### config.mk
export PLATFORM = sky130hd
export DESIGN_NAME = linear_scan_priority_queue_unit
export DESIGN_NICKNAME = d
export VERILOG_FILES = /design/src/hdl/lspq_pkg.sv /design/src/hdl/lspq_ram.sv /design/src/hdl/lspq_dp.sv /design/src/hdl/lspq_ctrl.sv /design/src/hdl/linear_scan_priority_queue_unit.sv
export SDC_FILE = /design/constraint.sdc
export NUM_CORES = 1
export LEC_CHECK = 0
export ABC_AREA = 1
export BUFFER_PORTS_ARGS = -buffer_cell sky130_fd_sc_hd__buf_4
export CAP_MARGIN = 20
export CORE_MARGIN = 1
export CORE_UTILIZATION = 40
export CTS_BUF_LIST = sky130_fd_sc_hd__clkbuf_4
export DETAILED_ROUTE_END_ITERATION = 8
export PLACE_DENSITY = 0.64
export SYNTH_ARGS = -nofsm -noshare
export SYNTH_HDL_FRONTEND = slang
export SYNTH_SLANG_ARGS = --single-unit
### constraint.sdc
create_clock -name clk -period 11.2 [get_ports clk]
set_input_delay 1.68 -clock clk [delete_from_list [all_inputs] [get_ports clk]]
set_output_delay 1.68 -clock clk [all_outputs]
set_load 0.01 [all_outputs]
### src/hdl/lspq_pkg.sv
// Shared types and constants for the linear-scan priority queue.
package lspq_pkg;

	localparam int DEFAULT_CAPACITY = 16;
	localparam int VALUE_W          = 32;
	localparam int PRIO_W           = 8;
	localparam int KIND_W           = 2;
	localparam int STATUS_W         = 2;

	typedef logic [KIND_W-1:0]   kind_t;
	typedef logic [STATUS_W-1:0] status_t;

	localparam kind_t KIND_ENQ  = 2'd0;
	localparam kind_t KIND_DEQ  = 2'd1;
	localparam kind_t KIND_PEEK = 2'd2;

	localparam status_t STATUS_OK        = 2'd0;
	localparam status_t STATUS_UNDERFLOW = 2'd1;
	localparam status_t STATUS_FULL      = 2'd2;

	// Controller to datapath commands
	typedef struct packed {
		logic    load;
		logic    enq_write;
		logic    set_status;
		status_t status_code;
		logic    scan_start;
		logic    scan_issue;
		logic    take_result;
		logic    shift_start;
		logic    shift_issue;
		logic    pop;
		logic    out_load;
	} dp_cmd_t;

	// Datapath to controller status
	typedef struct packed {
		kind_t kind;
		logic  full;
		logic  empty;
		logic  scan_last;
		logic  shift_done;
		logic  out_free;
	} dp_sts_t;

endpackage

### src/hdl/lspq_ram.sv
// Generic single-write, single-read RAM with registered read data.
module lspq_ram #(
	parameter int WIDTH = 40,
	parameter int DEPTH = 16
) (
	input  logic                     clk,
	input  logic                     we,
	input  logic [$clog2(DEPTH)-1:0] waddr,
	input  logic [WIDTH-1:0]         wdata,
	input  logic [$clog2(DEPTH)-1:0] raddr,
	output logic [WIDTH-1:0]         rdata
);

	logic [WIDTH-1:0] mem_q [DEPTH];
	logic [WIDTH-1:0] rdata_q;

	always_ff @(posedge clk) begin
		if (we) begin
			mem_q[waddr] <= wdata;
		end
		rdata_q <= mem_q[raddr];
	end

	assign rdata = rdata_q;

endmodule

### src/hdl/lspq_dp.sv
// Datapath: entry storage, count, scan and shift address logic, result registers.
module lspq_dp #(
	parameter int CAPACITY = lspq_pkg::DEFAULT_CAPACITY
) (
	input  logic                                clk,
	input  logic                                arst_n,
	input  lspq_pkg::dp_cmd_t                   cmd,
	output lspq_pkg::dp_sts_t                   sts,
	input  lspq_pkg::kind_t                     kind,
	input  logic signed [lspq_pkg::VALUE_W-1:0] value,
	input  logic [lspq_pkg::PRIO_W-1:0]         prio,
	input  logic                                out_stall,
	output logic                                out_valid,
	output logic signed [lspq_pkg::VALUE_W-1:0] result_value,
	output lspq_pkg::status_t                   status
);

	import lspq_pkg::*;

	localparam int AW = $clog2(CAPACITY);
	localparam int CW = $clog2(CAPACITY + 1);
	localparam int EW = PRIO_W + VALUE_W;

	kind_t                     kind_q;
	logic signed [VALUE_W-1:0] value_q;
	logic [PRIO_W-1:0]         prio_q;
	logic [CW-1:0]             count_q;
	logic [CW-1:0]             idx_q;
	logic                      scan_s1;
	logic                      shift_s1;
	logic [AW-1:0]             pos_s1;
	logic [AW-1:0]             best_pos_q;
	logic [PRIO_W-1:0]         best_prio_q;
	logic signed [VALUE_W-1:0] res_value_q;
	status_t                   res_status_q;
	logic                      out_valid_q;
	logic signed [VALUE_W-1:0] out_value_q;
	status_t                   out_status_q;

	logic                      ram_we;
	logic [AW-1:0]             ram_waddr;
	logic [EW-1:0]             ram_wdata;
	logic [AW-1:0]             ram_raddr;
	logic [EW-1:0]             ram_rdata;
	logic [PRIO_W-1:0]         rd_prio;
	logic signed [VALUE_W-1:0] rd_value;

	assign rd_prio  = ram_rdata[EW-1 -: PRIO_W];
	assign rd_value = signed'(ram_rdata[VALUE_W-1:0]);

	always_comb begin
		ram_we    = 1'b0;
		ram_waddr = count_q[AW-1:0];
		ram_wdata = {prio_q, value_q};
		// Move each later entry down one position behind the removed one
		if (shift_s1) begin
			ram_we    = 1'b1;
			ram_waddr = pos_s1 - AW'(1);
			ram_wdata = ram_rdata;
		end else if (cmd.enq_write) begin
			ram_we = 1'b1;
		end
		ram_raddr = (cmd.scan_issue || cmd.shift_issue) ? idx_q[AW-1:0] : best_pos_q;
	end

	lspq_ram #(
		.WIDTH(EW),
		.DEPTH(CAPACITY)
	) u_entries (
		.clk  (clk),
		.we   (ram_we),
		.waddr(ram_waddr),
		.wdata(ram_wdata),
		.raddr(ram_raddr),
		.rdata(ram_rdata)
	);

	always_comb begin
		sts.kind       = kind_q;
		sts.full       = (count_q == CW'(CAPACITY));
		sts.empty      = (count_q == '0);
		sts.scan_last  = ((idx_q + CW'(1)) == count_q);
		sts.shift_done = (idx_q >= count_q);
		sts.out_free   = !out_valid_q || !out_stall;
	end

	always_ff @(posedge clk or negedge arst_n) begin
		if (!arst_n) begin
			count_q     <= '0;
			idx_q       <= '0;
			scan_s1     <= 1'b0;
			shift_s1    <= 1'b0;
			out_valid_q <= 1'b0;
		end else begin
			if (cmd.enq_write) begin
				count_q <= count_q + CW'(1);
			end else if (cmd.pop) begin
				count_q <= count_q - CW'(1);
			end
			if (cmd.scan_start) begin
				idx_q <= '0;
			end else if (cmd.shift_start) begin
				idx_q <= CW'(best_pos_q) + CW'(1);
			end else if (cmd.scan_issue || cmd.shift_issue) begin
				idx_q <= idx_q + CW'(1);
			end
			scan_s1  <= cmd.scan_issue;
			shift_s1 <= cmd.shift_issue;
			if (cmd.out_load) begin
				out_valid_q <= 1'b1;
			end else if (!out_stall) begin
				out_valid_q <= 1'b0;
			end
		end
	end

	always_ff @(posedge clk) begin
		if (cmd.load) begin
			kind_q       <= kind;
			value_q      <= value;
			prio_q       <= prio;
			res_value_q  <= '0;
			res_status_q <= STATUS_OK;
		end
		if (cmd.set_status) begin
			res_status_q <= cmd.status_code;
		end
		if (cmd.take_result) begin
			res_value_q <= rd_value;
		end
		if (cmd.scan_issue || cmd.shift_issue) begin
			pos_s1 <= idx_q[AW-1:0];
		end
		// Strict compare keeps the earliest arrival on a tie
		if (scan_s1 && (pos_s1 == '0 || rd_prio > best_prio_q)) begin
			best_pos_q  <= pos_s1;
			best_prio_q <= rd_prio;
		end
		if (cmd.out_load) begin
			out_value_q  <= res_value_q;
			out_status_q <= res_status_q;
		end
	end

	assign out_valid    = out_valid_q;
	assign result_value = out_value_q;
	assign status       = out_status_q;

endmodule

### src/hdl/lspq_ctrl.sv
// Controller state machine: sequences enqueue, scan, fetch, shift and response.
module lspq_ctrl (
	input  logic              clk,
	input  logic              arst_n,
	input  logic              in_valid,
	output logic              in_stall,
	input  lspq_pkg::dp_sts_t sts,
	output lspq_pkg::dp_cmd_t cmd
);

	import lspq_pkg::*;

	typedef enum logic [2:0] {
		ST_IDLE,
		ST_DECODE,
		ST_SCAN,
		ST_DRAIN,
		ST_FETCH,
		ST_FETCH_WAIT,
		ST_SHIFT,
		ST_RESP
	} state_t;

	state_t state_q;
	state_t state_d;

	assign in_stall = (state_q != ST_IDLE);

	always_comb begin
		cmd     = '0;
		state_d = state_q;
		unique case (state_q)
			ST_IDLE: begin
				if (in_valid) begin
					cmd.load = 1'b1;
					state_d  = ST_DECODE;
				end
			end
			ST_DECODE: begin
				state_d = ST_RESP;
				unique case (sts.kind) inside
					KIND_ENQ: begin
						if (sts.full) begin
							cmd.set_status  = 1'b1;
							cmd.status_code = STATUS_FULL;
						end else begin
							cmd.enq_write = 1'b1;
						end
					end
					KIND_DEQ, KIND_PEEK: begin
						if (sts.empty) begin
							cmd.set_status  = 1'b1;
							cmd.status_code = STATUS_UNDERFLOW;
						end else begin
							cmd.scan_start = 1'b1;
							state_d        = ST_SCAN;
						end
					end
					default: begin
						// Unknown operation: answer ok with zero
					end
				endcase
			end
			ST_SCAN: begin
				cmd.scan_issue = 1'b1;
				if (sts.scan_last) begin
					state_d = ST_DRAIN;
				end
			end
			ST_DRAIN: begin
				state_d = ST_FETCH;
			end
			ST_FETCH: begin
				state_d = ST_FETCH_WAIT;
			end
			ST_FETCH_WAIT: begin
				cmd.take_result = 1'b1;
				if (sts.kind == KIND_DEQ) begin
					cmd.shift_start = 1'b1;
					state_d         = ST_SHIFT;
				end else begin
					state_d = ST_RESP;
				end
			end
			ST_SHIFT: begin
				if (sts.shift_done) begin
					cmd.pop = 1'b1;
					state_d = ST_RESP;
				end else begin
					cmd.shift_issue = 1'b1;
				end
			end
			ST_RESP: begin
				// Hold until the output register is free
				if (sts.out_free) begin
					cmd.out_load = 1'b1;
					state_d      = ST_IDLE;
				end
			end
			default: begin
				state_d = ST_IDLE;
			end
		endcase
	end

	always_ff @(posedge clk or negedge arst_n) begin
		if (!arst_n) begin
			state_q <= ST_IDLE;
		end else begin
			state_q <= state_d;
		end
	end

endmodule

### src/hdl/linear_scan_priority_queue_unit.sv
// Sequence: enqueue and error cases go from decode straight to the response; peek scans
// every held entry and then reads the best one; dequeue does the same and then one RAM read
// and write per entry behind the removed one, all on the single entry RAM.
// One transaction at a time; the next is taken while the previous result waits.
// Reset (arst_n low, asynchronous) empties the queue; entry storage is not cleared.
module linear_scan_priority_queue_unit #(
	parameter int CAPACITY = lspq_pkg::DEFAULT_CAPACITY
) (
	input  logic                                clk,
	input  logic                                arst_n,
	input  logic                                in_valid,
	output logic                                in_stall,
	input  lspq_pkg::kind_t                     kind,
	input  logic signed [lspq_pkg::VALUE_W-1:0] value,
	input  logic [lspq_pkg::PRIO_W-1:0]         prio,
	output logic                                out_valid,
	input  logic                                out_stall,
	output logic signed [lspq_pkg::VALUE_W-1:0] result_value,
	output lspq_pkg::status_t                   status
);

	import lspq_pkg::*;

	dp_cmd_t cmd;
	dp_sts_t sts;

	lspq_ctrl u_ctrl (
		.clk     (clk),
		.arst_n  (arst_n),
		.in_valid(in_valid),
		.in_stall(in_stall),
		.sts     (sts),
		.cmd     (cmd)
	);

	lspq_dp #(
		.CAPACITY(CAPACITY)
	) u_dp (
		.clk         (clk),
		.arst_n      (arst_n),
		.cmd         (cmd),
		.sts         (sts),
		.kind        (kind),
		.value       (value),
		.prio        (prio),
		.out_stall   (out_stall),
		.out_valid   (out_valid),
		.result_value(result_value),
		.status      (status)
	);

endmodule
# == After elaboration in Yosys (flattened, before gate mapping) ==
# Memory sizes are Yosys's and may differ from the RTL's. A register that Yosys moved wholly into a read port is not among the register bits.
# Index checks and enable logic that the tools add are counted.
# op_classes
addsub,5
magnitude_cmp,2
eq_ne,16
mux,44
reduce_logical,17
# ops
cell,n
32-bit two-way mux,2
40-bit two-way mux,1
5-bit two-way mux,6
3-bit two-way mux,8
3-bit case mux with 8 select lines,1
1-bit two-way mux,19
"3-bit == test, second input constant",4
"5-bit by 1-bit adder with 5-bit output, second input constant",2
8-bit > comparator,1
2-bit two-way mux,4
4-bit two-way mux,2
"2-bit inequality test, second input constant",4
"3-bit by 2-bit == test with 1-bit output, second input constant",2
3-bit case mux with 2 select lines,1
2-bit nonzero test,3
3-bit nonzero test,2
"4-bit by 1-bit adder with 5-bit output, second input constant",1
5-bit == test,1
"5-bit == test, second input constant",1
5-bit >= comparator,1
5-bit zero test,1
"5-bit by 1-bit subtractor with 5-bit output, second input constant",1
4-bit zero test,1
4-bit AND reduction,1
other kinds (11),14
# totals
regBits,142
ramBits,640
inputBits,46
out_inout_bits,36
wordCells,101
mem_count,1
# memory_table
name,depth,width,rd,rd_ports_with_merged_regs,write_ports,line,source
u_dp.u_entries.mem_q,16,40,1,1,1,lspq_ram.sv:14,logic [WIDTH-1:0] mem_q [DEPTH];

# == Longest topological paths before layout ==
# Gate-level depths: netlist of run 1.
# logic_depth
ltp_word,8
ltp_mapped,17
depth_no_buf,14

# == Modules after synthesis ==
# Synthesis of run 1 repeated with hierarchy kept, for this count alone.
# unflattened
hier_cells,3233
area_unflattened_um2,34719.5
# by_module_without_submodules
mod,instances,cells_each,area_per_inst_um2,seq_area_each_um2
lspq_ram,1,2643,28318.4,20019.2
lspq_dp,1,514,5873.1,4108.9
lspq_ctrl,1,76,528.0,75.1

# == Worst setup path after synthesis of run 1 ==
# Ideal clock, no wire load.
# synth_path
path_type,input port to flip-flop
startpoint,in in_valid
endpoint,reg u_dp.res_value_q[0] (enable)
setup_ns,0.390
t_arrival_ns,4.497
required_ns,10.810
path_slack_ns,6.313
path_stages,4
path_buffers,0
path_cell_list,inv_1 nor2_1 inv_1 nand2_1
# synth_rtl
element,line,source
"start, declared",linear_scan_priority_queue_unit.sv:11,"input logic in_valid,"
"end signal, assigned",lspq_dp.sv:129,res_value_q <= rd_value;
"end, declared",lspq_dp.sv:34,logic signed [VALUE_W-1:0] res_value_q;

# == Worst setup path after layout of run 1 ==
# layout_path
startpoint,reg u_dp.count_q[4]
endpoint,reg u_dp.u_entries.rdata_q[17] (netlist: u_dp.u_entries.rdata[17]) (read register of u_dp.u_entries.mem_q)
# layout_between
elab_chain_len,5
# layout_rtl
element,line,source
"start, declared",lspq_dp.sv:27,logic [CW-1:0] count_q;
"start signal, assigned",lspq_dp.sv:96,count_q <= count_q + CW'(1);
"start signal, assigned",lspq_dp.sv:98,count_q <= count_q - CW'(1);
5-bit >= comparator,lspq_dp.sv:83,sts.shift_done = (idx_q >= count_q);
1-bit two-way mux,lspq_ctrl.sv:86,if (sts.shift_done) begin
2-bit two-way mux,lspq_ctrl.sv:32,unique case (state_q)
1-bit logical OR,lspq_dp.sv:63,ram_raddr = (cmd.scan_issue || cmd.shift_issue) ? idx_q[AW-1:0] : best_pos_q;
4-bit two-way mux,lspq_dp.sv:63,
"end, declared",lspq_ram.sv:15,logic [WIDTH-1:0] rdata_q;
# Every way passes these cells.
# A chain may end at the register's enable or synchronous reset.

==> metrics.md, run 1 <==
| Metric | Value |
|---|---|
| Status | completed |
| Critical path's most frequent cell | nand3_1 |
| WP data required | 12.11 ns |
| Critical Path Start Type | register |
| CTS Sinks | slightly above 800 |
| FILL cells | a little over 8000 |
| GRT Residual Overflow | 0 |
| Total Neg Setup Slack | 0 ns |
| Slowest stage delay, CP | 1.00 ns |
| CTS Buffer Depth | 3 |
| Post-layout min period | roughly 4.6 ns |
| Post-DP HPWL | about 43000 microns |
| Finish-stage setup viols | 0 |
| RSZ-0062 raised after global routing | no |
| Worst setup margin | ~6.6 ns |
| WL met3 | approximately 6300 microns |
| Sequential group share of total power | between 30% and 40% |
| Vias after detailed routing | 23448 |
| Post-synthesis register bit count | between 800 and 900 |
| Post-Syn Area per Cell | around 11 sq um |
| Postcts setup bufs | 0 |
| Largest delay share family, worst path | simple AND/OR/NAND/NOR gates |
| Leak Pwr | around 17 nW |
| DRT iter0 DRCs | 2170 |
| Most common cell in the netlist | nand3_1 |
| CTS tree | built |
| Placed inst area | ~37000 sq um |
| Skew-Pair Late Insertion Delay | 1.05 ns |
| Synth Flop Type | edfxtp_1 |
| CTS buffer count | between 200 and 250 |
| P&R area growth vs syn | 13.8% |
| Worst R2R Setup Slack | about 6.6 ns |
| Critical Path Fanout Max | approximately 150 |
| Crit path cell chain | inv_1 -> ha_1 -> a21oi_1 -> nand4_4 -> nand2_4 -> nand2_4 -> nand2_8 -> buf_4 -> nand2_1 -> nand3_1 -> nand3_1 -> nand3_1 -> nand2_1 |
| Vias in the first global route | about 23000 |
| Comb pwr share | ~38% |
| Post-synth EDFFs | approximately 770 |
| Cells on worst reg2reg path | 13 |
| WP depth | 13 |
| Simple-Gate Fraction of Synth Area | a little under a fifth |
| Pin count of the biggest net entering global routing | 155 |
| Commonest cells post-synth | nand3_1, edfxtp_1, inv_1 |
| Leading area contributor after synthesis | edfxtp_1 |
| Crit Path Class | register to register |
| Share of the synthesized area in the top cell type | between 60 and 70% |
| WL met2 | ~42000 microns |
| Worst Setup End Kind | register |
| Die Wd | between 200 and 300 microns |
| XOR/XNOR Fraction of Synth Area | less than 1% |
| Hold-fix buffers at CTS | 0 |
| Synth Net Count | between 3000 and 4000 |
| Cell-internal power | between 6 and 7 mW |
| Hold Path Depth | 0 |
| Router iterations before antenna repair | 7 |
| Worst rel slew slack | roughly 26% |
| Layout Skew | ~0.061 ns |
| Area occupied by multi-input gates | ~7600 sq um |
| Synth Area in Compound Gates | between 1 and 1.5% |
| Fmax | ~220 MHz |
| Per-cell routed wire length | roughly 18 microns |
| Clk pwr share | approximately a quarter |
| Synthesis Warnings | 0 |
| Drt total wl | between 80000 and 90000 microns |
| Max IR drop VDD | 231 uV |
| Register Area | approximately 24000 sq um |
| DP Cell Count | 4416 |
| Syn Inst Count | around 3300 |
| CTS root buf | clkbuf_4 |
| Final period util | between 40% and 50% |
| Final hold violations | 0 |
| Slew @ Worst Pin | roughly 1.1 ns |
| Distinct cells, synth | 35 |
| Post-route cell area | approximately 40000 sq um |
| Fraction of registers with async set/reset | ~1.9% |
| Sequential-to-total area share from yosys stat | between 60% and 70% |
| Routability cong. | around 0.78 |
| Max layer used | met4 |
| Multiplexer area fraction after synthesis | 0% |
| Nets | between 3000 and 4000 |
| Sw frac | 39.9% |
| Max-capacitance violation count | 0 |
| Final Slew Violations | 0 |
| Core Area | just under 90000 sq um |
| Switching power | 4.24 mW |
| Initial Utilization | between 40% and 50% |
| Max H-tree Level | 4 |
| Initial antenna violation count | 3 |
| Crit path DAT | around 5.5 ns |
| Post-CTS sizing | 0 |
| Drt drc | 0 |
| Synth area leaders | edfxtp_1, nand3_1, inv_1, nand2_1, dfxtp_1 |
| Non-filler cells, final | 4801 |
| Die area | just under 90000 sq um |
| Reg clk slew, reported paths | ~0.070 ns |
| Die height | 298 microns |
| I/O pin cnt | 82 |
| Port-buffer cells | 81 |
| Main combinational cell family by area after synthesis | simple AND/OR/NAND/NOR gates |
| PD cells | between 200 and 300 nW/um^2 |
| Synth Cell Area | about 35000 sq um |
| Worst hold path class | register to register |
| Adder-Cell Fraction of Synth Area | under 10% |
| Total Power | about 11 mW |
| FP Rows | about 110 |
| Hold_ws | 0.410 ns |
| Drt via density | 4.88 |
| Share of layout cells above drive strength 1 | 14.4% |
| Worst slack, placed | roughly 6.6 ns |
| Global-route wire length before repair | approximately 130000 microns |
| Critical Path Slowest Stage Cell | nand2_8 |
| Total Routing Usage GR | 19.8% |
| CP bufs+invs | 2 |
| Met1 wire length | ~37000 microns |
| Final core occ | 45.9% |
| ANT nets after route | 0 |
==> placed cells by master, fill, tap and decap left out, types with 7 or more instances in the layout <==
cell and instances:
clkinv_2 7, buf_4 151, a21oi_1 14, edfxtp_1 766
nor2_4 18, clkbuf_4 317, xor2_1 10, nor2_1 47
dfxtp_1 40, ha_1 27, o21ai_0 44, inv_1 719
dfrtp_1 16, nand3_1 781, nand2_1 590, clkinv_1 42
==> cell type report <==
class,instances,share of cell area [%]
Multi-Input combinational cell,1568,19.1
Inverter,723,6.82
Clock buffer,317,5.98
Tap cell,1155,3.63
Sequential cell,822,60.8
Antenna cell,4,0.0251
Clock inverter,60,0.792
Timing Repair Buffer,152,2.92
==> final timing paths <==
path                                                    start                          endpoint
min reg2reg                u_dp.res_status_q[1]$_SDFFCE_PN0P_          u_dp.status[1]$_DFFE_PP_
min                        u_dp.res_status_q[1]$_SDFFCE_PN0P_          u_dp.status[1]$_DFFE_PP_
max reg2reg                       u_dp.count_q[4]$_DFFE_PN0P_  u_dp.u_entries.rdata[17]$_DFF_P_
max                               u_dp.count_q[4]$_DFFE_PN0P_  u_dp.u_entries.rdata[17]$_DFF_P_
max in group asynchronous                              arst_n       u_dp.count_q[0]$_DFFE_PN0P_
min in group asynchronous                              arst_n     u_ctrl.state_q[2]$_DFFE_PN0P_
==> layer usage <==
metal  vias up  GRT usage, %
met3       184          3.95
met1     11074          25.5
met4         0          8.51
met2       902          32.7
li1      11288             -
met5         -             0
==> power groups by stage <==
stage | sequential (mW) | clock [mW] | combinational [mW]
final | 4.11 | 2.53 | 4.01
after global routing | 4.14 | 2.74 | 4.43
after CTS | 4.11 | 2.59 | 3.99
after detailed placement | 4.17 | 0 | 3.97
after global placement | 4.17 | 0 | 3.92
after floorplan | 4.14 | 0 | 2.70
==> sequential cells by signal, summed over array words and instances, names as in the netlist, 5 cells and up <==
register,count
u_dp.value_q,32
u_dp.best_prio_q,8
u_dp.prio_q,8
u_dp.u_entries.mem_q,640
u_dp.u_entries.rdata,40
u_dp.result_value,32
u_dp.count_q,5
u_dp.idx_q,5
u_dp.res_value_q,32
==> cells by family (layout without fill, tap and decap cells) <==
family,Yosys count,in the layout
AND/OR/NAND/NOR,1455,1455
buffers and inverters,883,1252
flip-flops,822,822
AO/OA/AOI/OAI,72,72
adder cells (fa/ha/maj),28,28
XOR/XNOR,13,13
other,0,4
No activity file was read; power rests on OpenSTA's default activity.
==> run 2, diff against run 1 <==
--- a/config.mk
+++ b/config.mk
@@ -5,14 +5,14 @@
 export SDC_FILE = /design/constraint.sdc
 export NUM_CORES = 1
 export LEC_CHECK = 0
-export ABC_AREA = 1
+export ABC_AREA = 0
 export BUFFER_PORTS_ARGS = -buffer_cell sky130_fd_sc_hd__buf_4
 export CAP_MARGIN = 20
 export CORE_MARGIN = 1
 export CORE_UTILIZATION = 40
 export CTS_BUF_LIST = sky130_fd_sc_hd__clkbuf_4
 export DETAILED_ROUTE_END_ITERATION = 8
-export PLACE_DENSITY = 0.64
+export PLACE_DENSITY = 0.66
 export SYNTH_ARGS = -nofsm -noshare
 export SYNTH_HDL_FRONTEND = slang
 export SYNTH_SLANG_ARGS = --single-unit
==> constraint.sdc (replaced) <==
create_clock -name clk -period 3.8 [get_ports clk]
set_input_delay 0.57 -clock clk [delete_from_list [all_inputs] [get_ports clk]]
set_output_delay 0.57 -clock clk [all_outputs]
set_load 0.01 [all_outputs]
==> run 2 against run 1 <==
Effect of this change: critical path depth is 3 lower; clock skew about the same; cell count fell by 32%; die area fell by 10%; via count shrank 27%; wire length is 16% lower; worst hold slack lost 0.17 ns; global-route usage is 1.2 points lower; non-clock buffer count increased by 51; combinational power rose by 86%; register-to-register slack worse by 6.4 ns; total power rose to 2.6 times the previous value.
==> metrics.md, run 2 <==
| Metric | Value |
|---|---|
| Die area | 79800 sq um (was 88700 sq um) |
| PD cells | 730 nW/um^2 (was 267 nW/um^2) |
| Final core occ | 48.1% (was 45.9%) |
| Commonest non-fill, non-tap cells in the layout | edfxtp_1, mux2i_1, clkbuf_4, o22ai_1, buf_4 (was nand3_1, edfxtp_1, inv_1, nand2_1, clkbuf_4) |
| Post-layout min period | 3.60 ns (was 4.60 ns) |
| Synth Cell Area | 31500 sq um (was 35000 sq um) |
| Routability cong. | 0.802 (was 0.778) |
| Post-CTS sizing | 0 (unchanged) |
| Status | completed (unchanged) |
| Crit Path Class | register to register (unchanged) |
| Synth area leaders | edfxtp_1, mux2i_1, o22ai_1, dfxtp_1, mux2_2 (was edfxtp_1, nand3_1, inv_1, nand2_1, dfxtp_1) |
| P&R area growth vs syn | 18.7% (was 13.8%) |
| CTS Sinks | 822 (unchanged) |
| Commonest non-fill, non-tap cell in the layout | edfxtp_1 (was nand3_1) |
| Reg clk slew, reported paths | 0.07 ns (about the same) |
| ANT nets after route | 0 (unchanged) |
| Finish-stage setup viols | 0 (unchanged) |
| Synth Net Count | 1816 (was 3347) |
| CTS Buffer Depth | 3 (unchanged) |
| Core Area | 77600 sq um (was 86800 sq um) |
| Drt drc | 0 (unchanged) |
| Nets | 2132 (was 3546) |
| Vias after detailed routing | 17103 (was 23448) |
| Crit path DAT | 4.45 ns (was 5.51 ns) |
| Post-Syn Area per Cell | 18.1 sq um (was 10.7 sq um) |
| Worst rel slew slack | 44.1% (was 25.7%) |
| Hold_ws | 0.242 ns (was 0.410 ns) |
| Fmax | 278 MHz (was 217 MHz) |
| Die height | 282 microns (was 298 microns) |
| Die Wd | 282 microns (was 298 microns) |
| Global-route wire length before repair | 108000 microns (was 133000 microns) |
| Placed inst area | 34000 sq um (was 37100 sq um) |
| Per-cell routed wire length | 22.4 microns (was 18.3 microns) |
| Leading area contributor after synthesis | edfxtp_1 (unchanged) |
| CTS root buf | clkbuf_4 (unchanged) |
| Fraction of registers with async set/reset | 1.95% (unchanged) |
| I/O pin cnt | 82 (unchanged) |
| Critical Path Start Type | register (unchanged) |
| Skew-Pair Late Insertion Delay | 1.04 ns (was 1.05 ns) |
| Vias in the first global route | 17233 (was 23016) |
| Synth Flop Type | edfxtp_1 (unchanged) |
| Final Slew Violations | 0 (unchanged) |
| Final period util | 94.6% (was 41.1%) |
| Max IR drop VDD | 385 uV (was 231 uV) |
| Layout Skew | 0.0604 ns (was 0.0608 ns) |
| Pin count of the biggest net entering global routing | 41 (was 155) |
| Most common cell in the netlist | edfxtp_1 (was nand3_1) |
| Sequential-to-total area share from yosys stat | 76.9% (was 69.2%) |
| Worst Setup End Kind | register (unchanged) |
| Top reg by flops | u_dp.u_entries.mem_q (unchanged) |
| Post-synth EDFFs | 766 (unchanged) |
| Worst hold path class | input port to register (was register to register) |
| Max H-tree Level | 4 (unchanged) |
| Post-DP HPWL | 38000 microns (was 42800 microns) |
| CTS buffer count | 201 (was 205) |
| FP Rows | 102 (was 108) |
| Critical Path Fanout Max | 40 (was 154) |
| Final hold violations | 0 (unchanged) |
| DRT iter0 DRCs | 1441 (was 2170) |
| Initial antenna violation count | 2 (was 3) |
| Post-route cell area | 37300 sq um (was 39800 sq um) |
| Router iterations before antenna repair | 5 (was 7) |
| Slew @ Worst Pin | 0.836 ns (was 1.11 ns) |
| Drt total wl | 73600 microns (was 87700 microns) |
| Port-buffer cells | 81 (unchanged) |
| Post-synthesis register bit count | 822 (unchanged) |
| CTS tree | built (unchanged) |
| Leak Pwr | 13.6 nW (was 17.1 nW) |
| Drt via density | 5.22 (was 4.88) |
| Synthesis Warnings | 0 (unchanged) |
| Initial Utilization | 40.5% (was 40.3%) |
| Commonest cells post-synth | edfxtp_1, mux2i_1, o22ai_1 (was nand3_1, edfxtp_1, inv_1) |
| RSZ-0062 raised after global routing | no (unchanged) |
| Total Power | 27.3 mW (was 10.6 mW) |
| Total Routing Usage GR | 18.6% (was 19.8%) |
| GRT Residual Overflow | 0 (unchanged) |
| Max reg flops | 640 (unchanged) |
| Distinct cells, synth | 49 (was 35) |
| Share of the synthesized area in the top cell type | 73.1% (was 65.7%) |
| Syn Inst Count | 1742 (was 3273) |
| Share of layout cells above drive strength 1 | 25.5% (was 14.4%) |
| Total Neg Setup Slack | 0 ns (unchanged) |
| WP data required | 4.65 ns (was 12.11 ns) |
| Max-capacitance violation count | 0 (unchanged) |
[run 2: cell count changes in the layout (fill, tap and decap cells not counted), sizes merged, moves of 45 or more]
cell | before | now
dlygate4sd3 | 0 | 46
inv | 726 | 31
mux2 | 0 | 45
mux2i | 0 | 327
nand2 | 598 | 25
nand3 | 783 | 10
o22ai | 1 | 162
[run 2: final cells by class]
cell class                      count  area, sq um
Multi-Input combinational cell    804         6860
Fill cell                        6570        40200
Clock buffer                      312         2340
Inverter                           26         97.6
Tap cell                         1040         1300
Timing Repair Buffer              203         2030
Antenna cell                        5         12.5
Clock inverter                     67          498
Sequential cell                   822        24200
[run 2: critical path, cell delays in order, from the launching register on]
cell and delay, ns:
dfrtp_1 0.48, ha_1 0.34, nand2b_4 0.15, a2111oi_4 0.44, nor3_1 0.12, nor3b_2 0.31, buf_12 0.31, buf_12 0.32
mux2i_1 0.26, o22ai_1 0.11, or4_1 0.51
[run 2: kinds of logic after synthesis]
| logic type | synth area share, % |
|---|---|
| adders and majority gates | 1.14 |
| AOI/OAI and AO/OA | 4.24 |
| buffers and inverters | 1.96 |
| and+or+nand+nor | 3.28 |
| muxes | 12.0 |
| DFF | 76.9 |
| xor gates and xnor gates | 0.445 |
[run 2: stage by stage]
step | instances | setup WS (ns)
finish | 3279 | 0.204
global route | 3275 | 0.0308
CTS | 3272 | 0.235
detailed placement | 2847 | 0.295
global placement | 2847 | 0.391
floorplan | 1742 | 0.277
[run 2: worst paths after layout]
| check | startpoint | slack (ns) | cells past startpoint | endpoint |
|---|---|---|---|---|
| hold / removal | value[0] | 0.24 | 2 | u_dp.value_q[0]$_DFFE_PP_ |
| hold reg to reg | u_dp.res_value_q[13]$_SDFFCE_PP0P_ | 0.39 | 0 | u_dp.result_value[13]$_DFFE_PP_ |
| max in group asynchronous | arst_n | 2.50 | 3 | u_dp.shift_s1$_DFF_PN0_ |
| min in group asynchronous | arst_n | 0.72 | 3 | u_ctrl.state_q[0]$_DFFE_PN0P_ |
| setup reg to reg | u_dp.count_q[0]$_DFFE_PN0P_ | 0.20 | 10 | u_dp.u_entries.rdata[13]$_DFF_P_ |
| setup / recovery | u_dp.count_q[0]$_DFFE_PN0P_ | 0.20 | 10 | u_dp.u_entries.rdata[13]$_DFF_P_ |
[run 2: metal layers]
metal / up-vias / share of wire, % / global-route usage (%)
li1: 7743 / - / -
met2: 652 / 47 / 28.4
met3: 88 / 7.5 / 4.57
met5: - / 0 / 0
met1: 8620 / 44 / 26.1
met4: 0 / 1.5 / 6.13
[run 2: timing repair]
action	4_1_cts	5_1_grt
buffers inserted	0	0
endpoints found under the hold margin	76	0
hold buffers	46	0
[run 2: report_power, final]
part	total (mW)	internal, mW	switching (mW)
clock	7.78	4.25	3.53
sequential	12.0	11.5	0.535
combinational	7.47	3.14	4.33
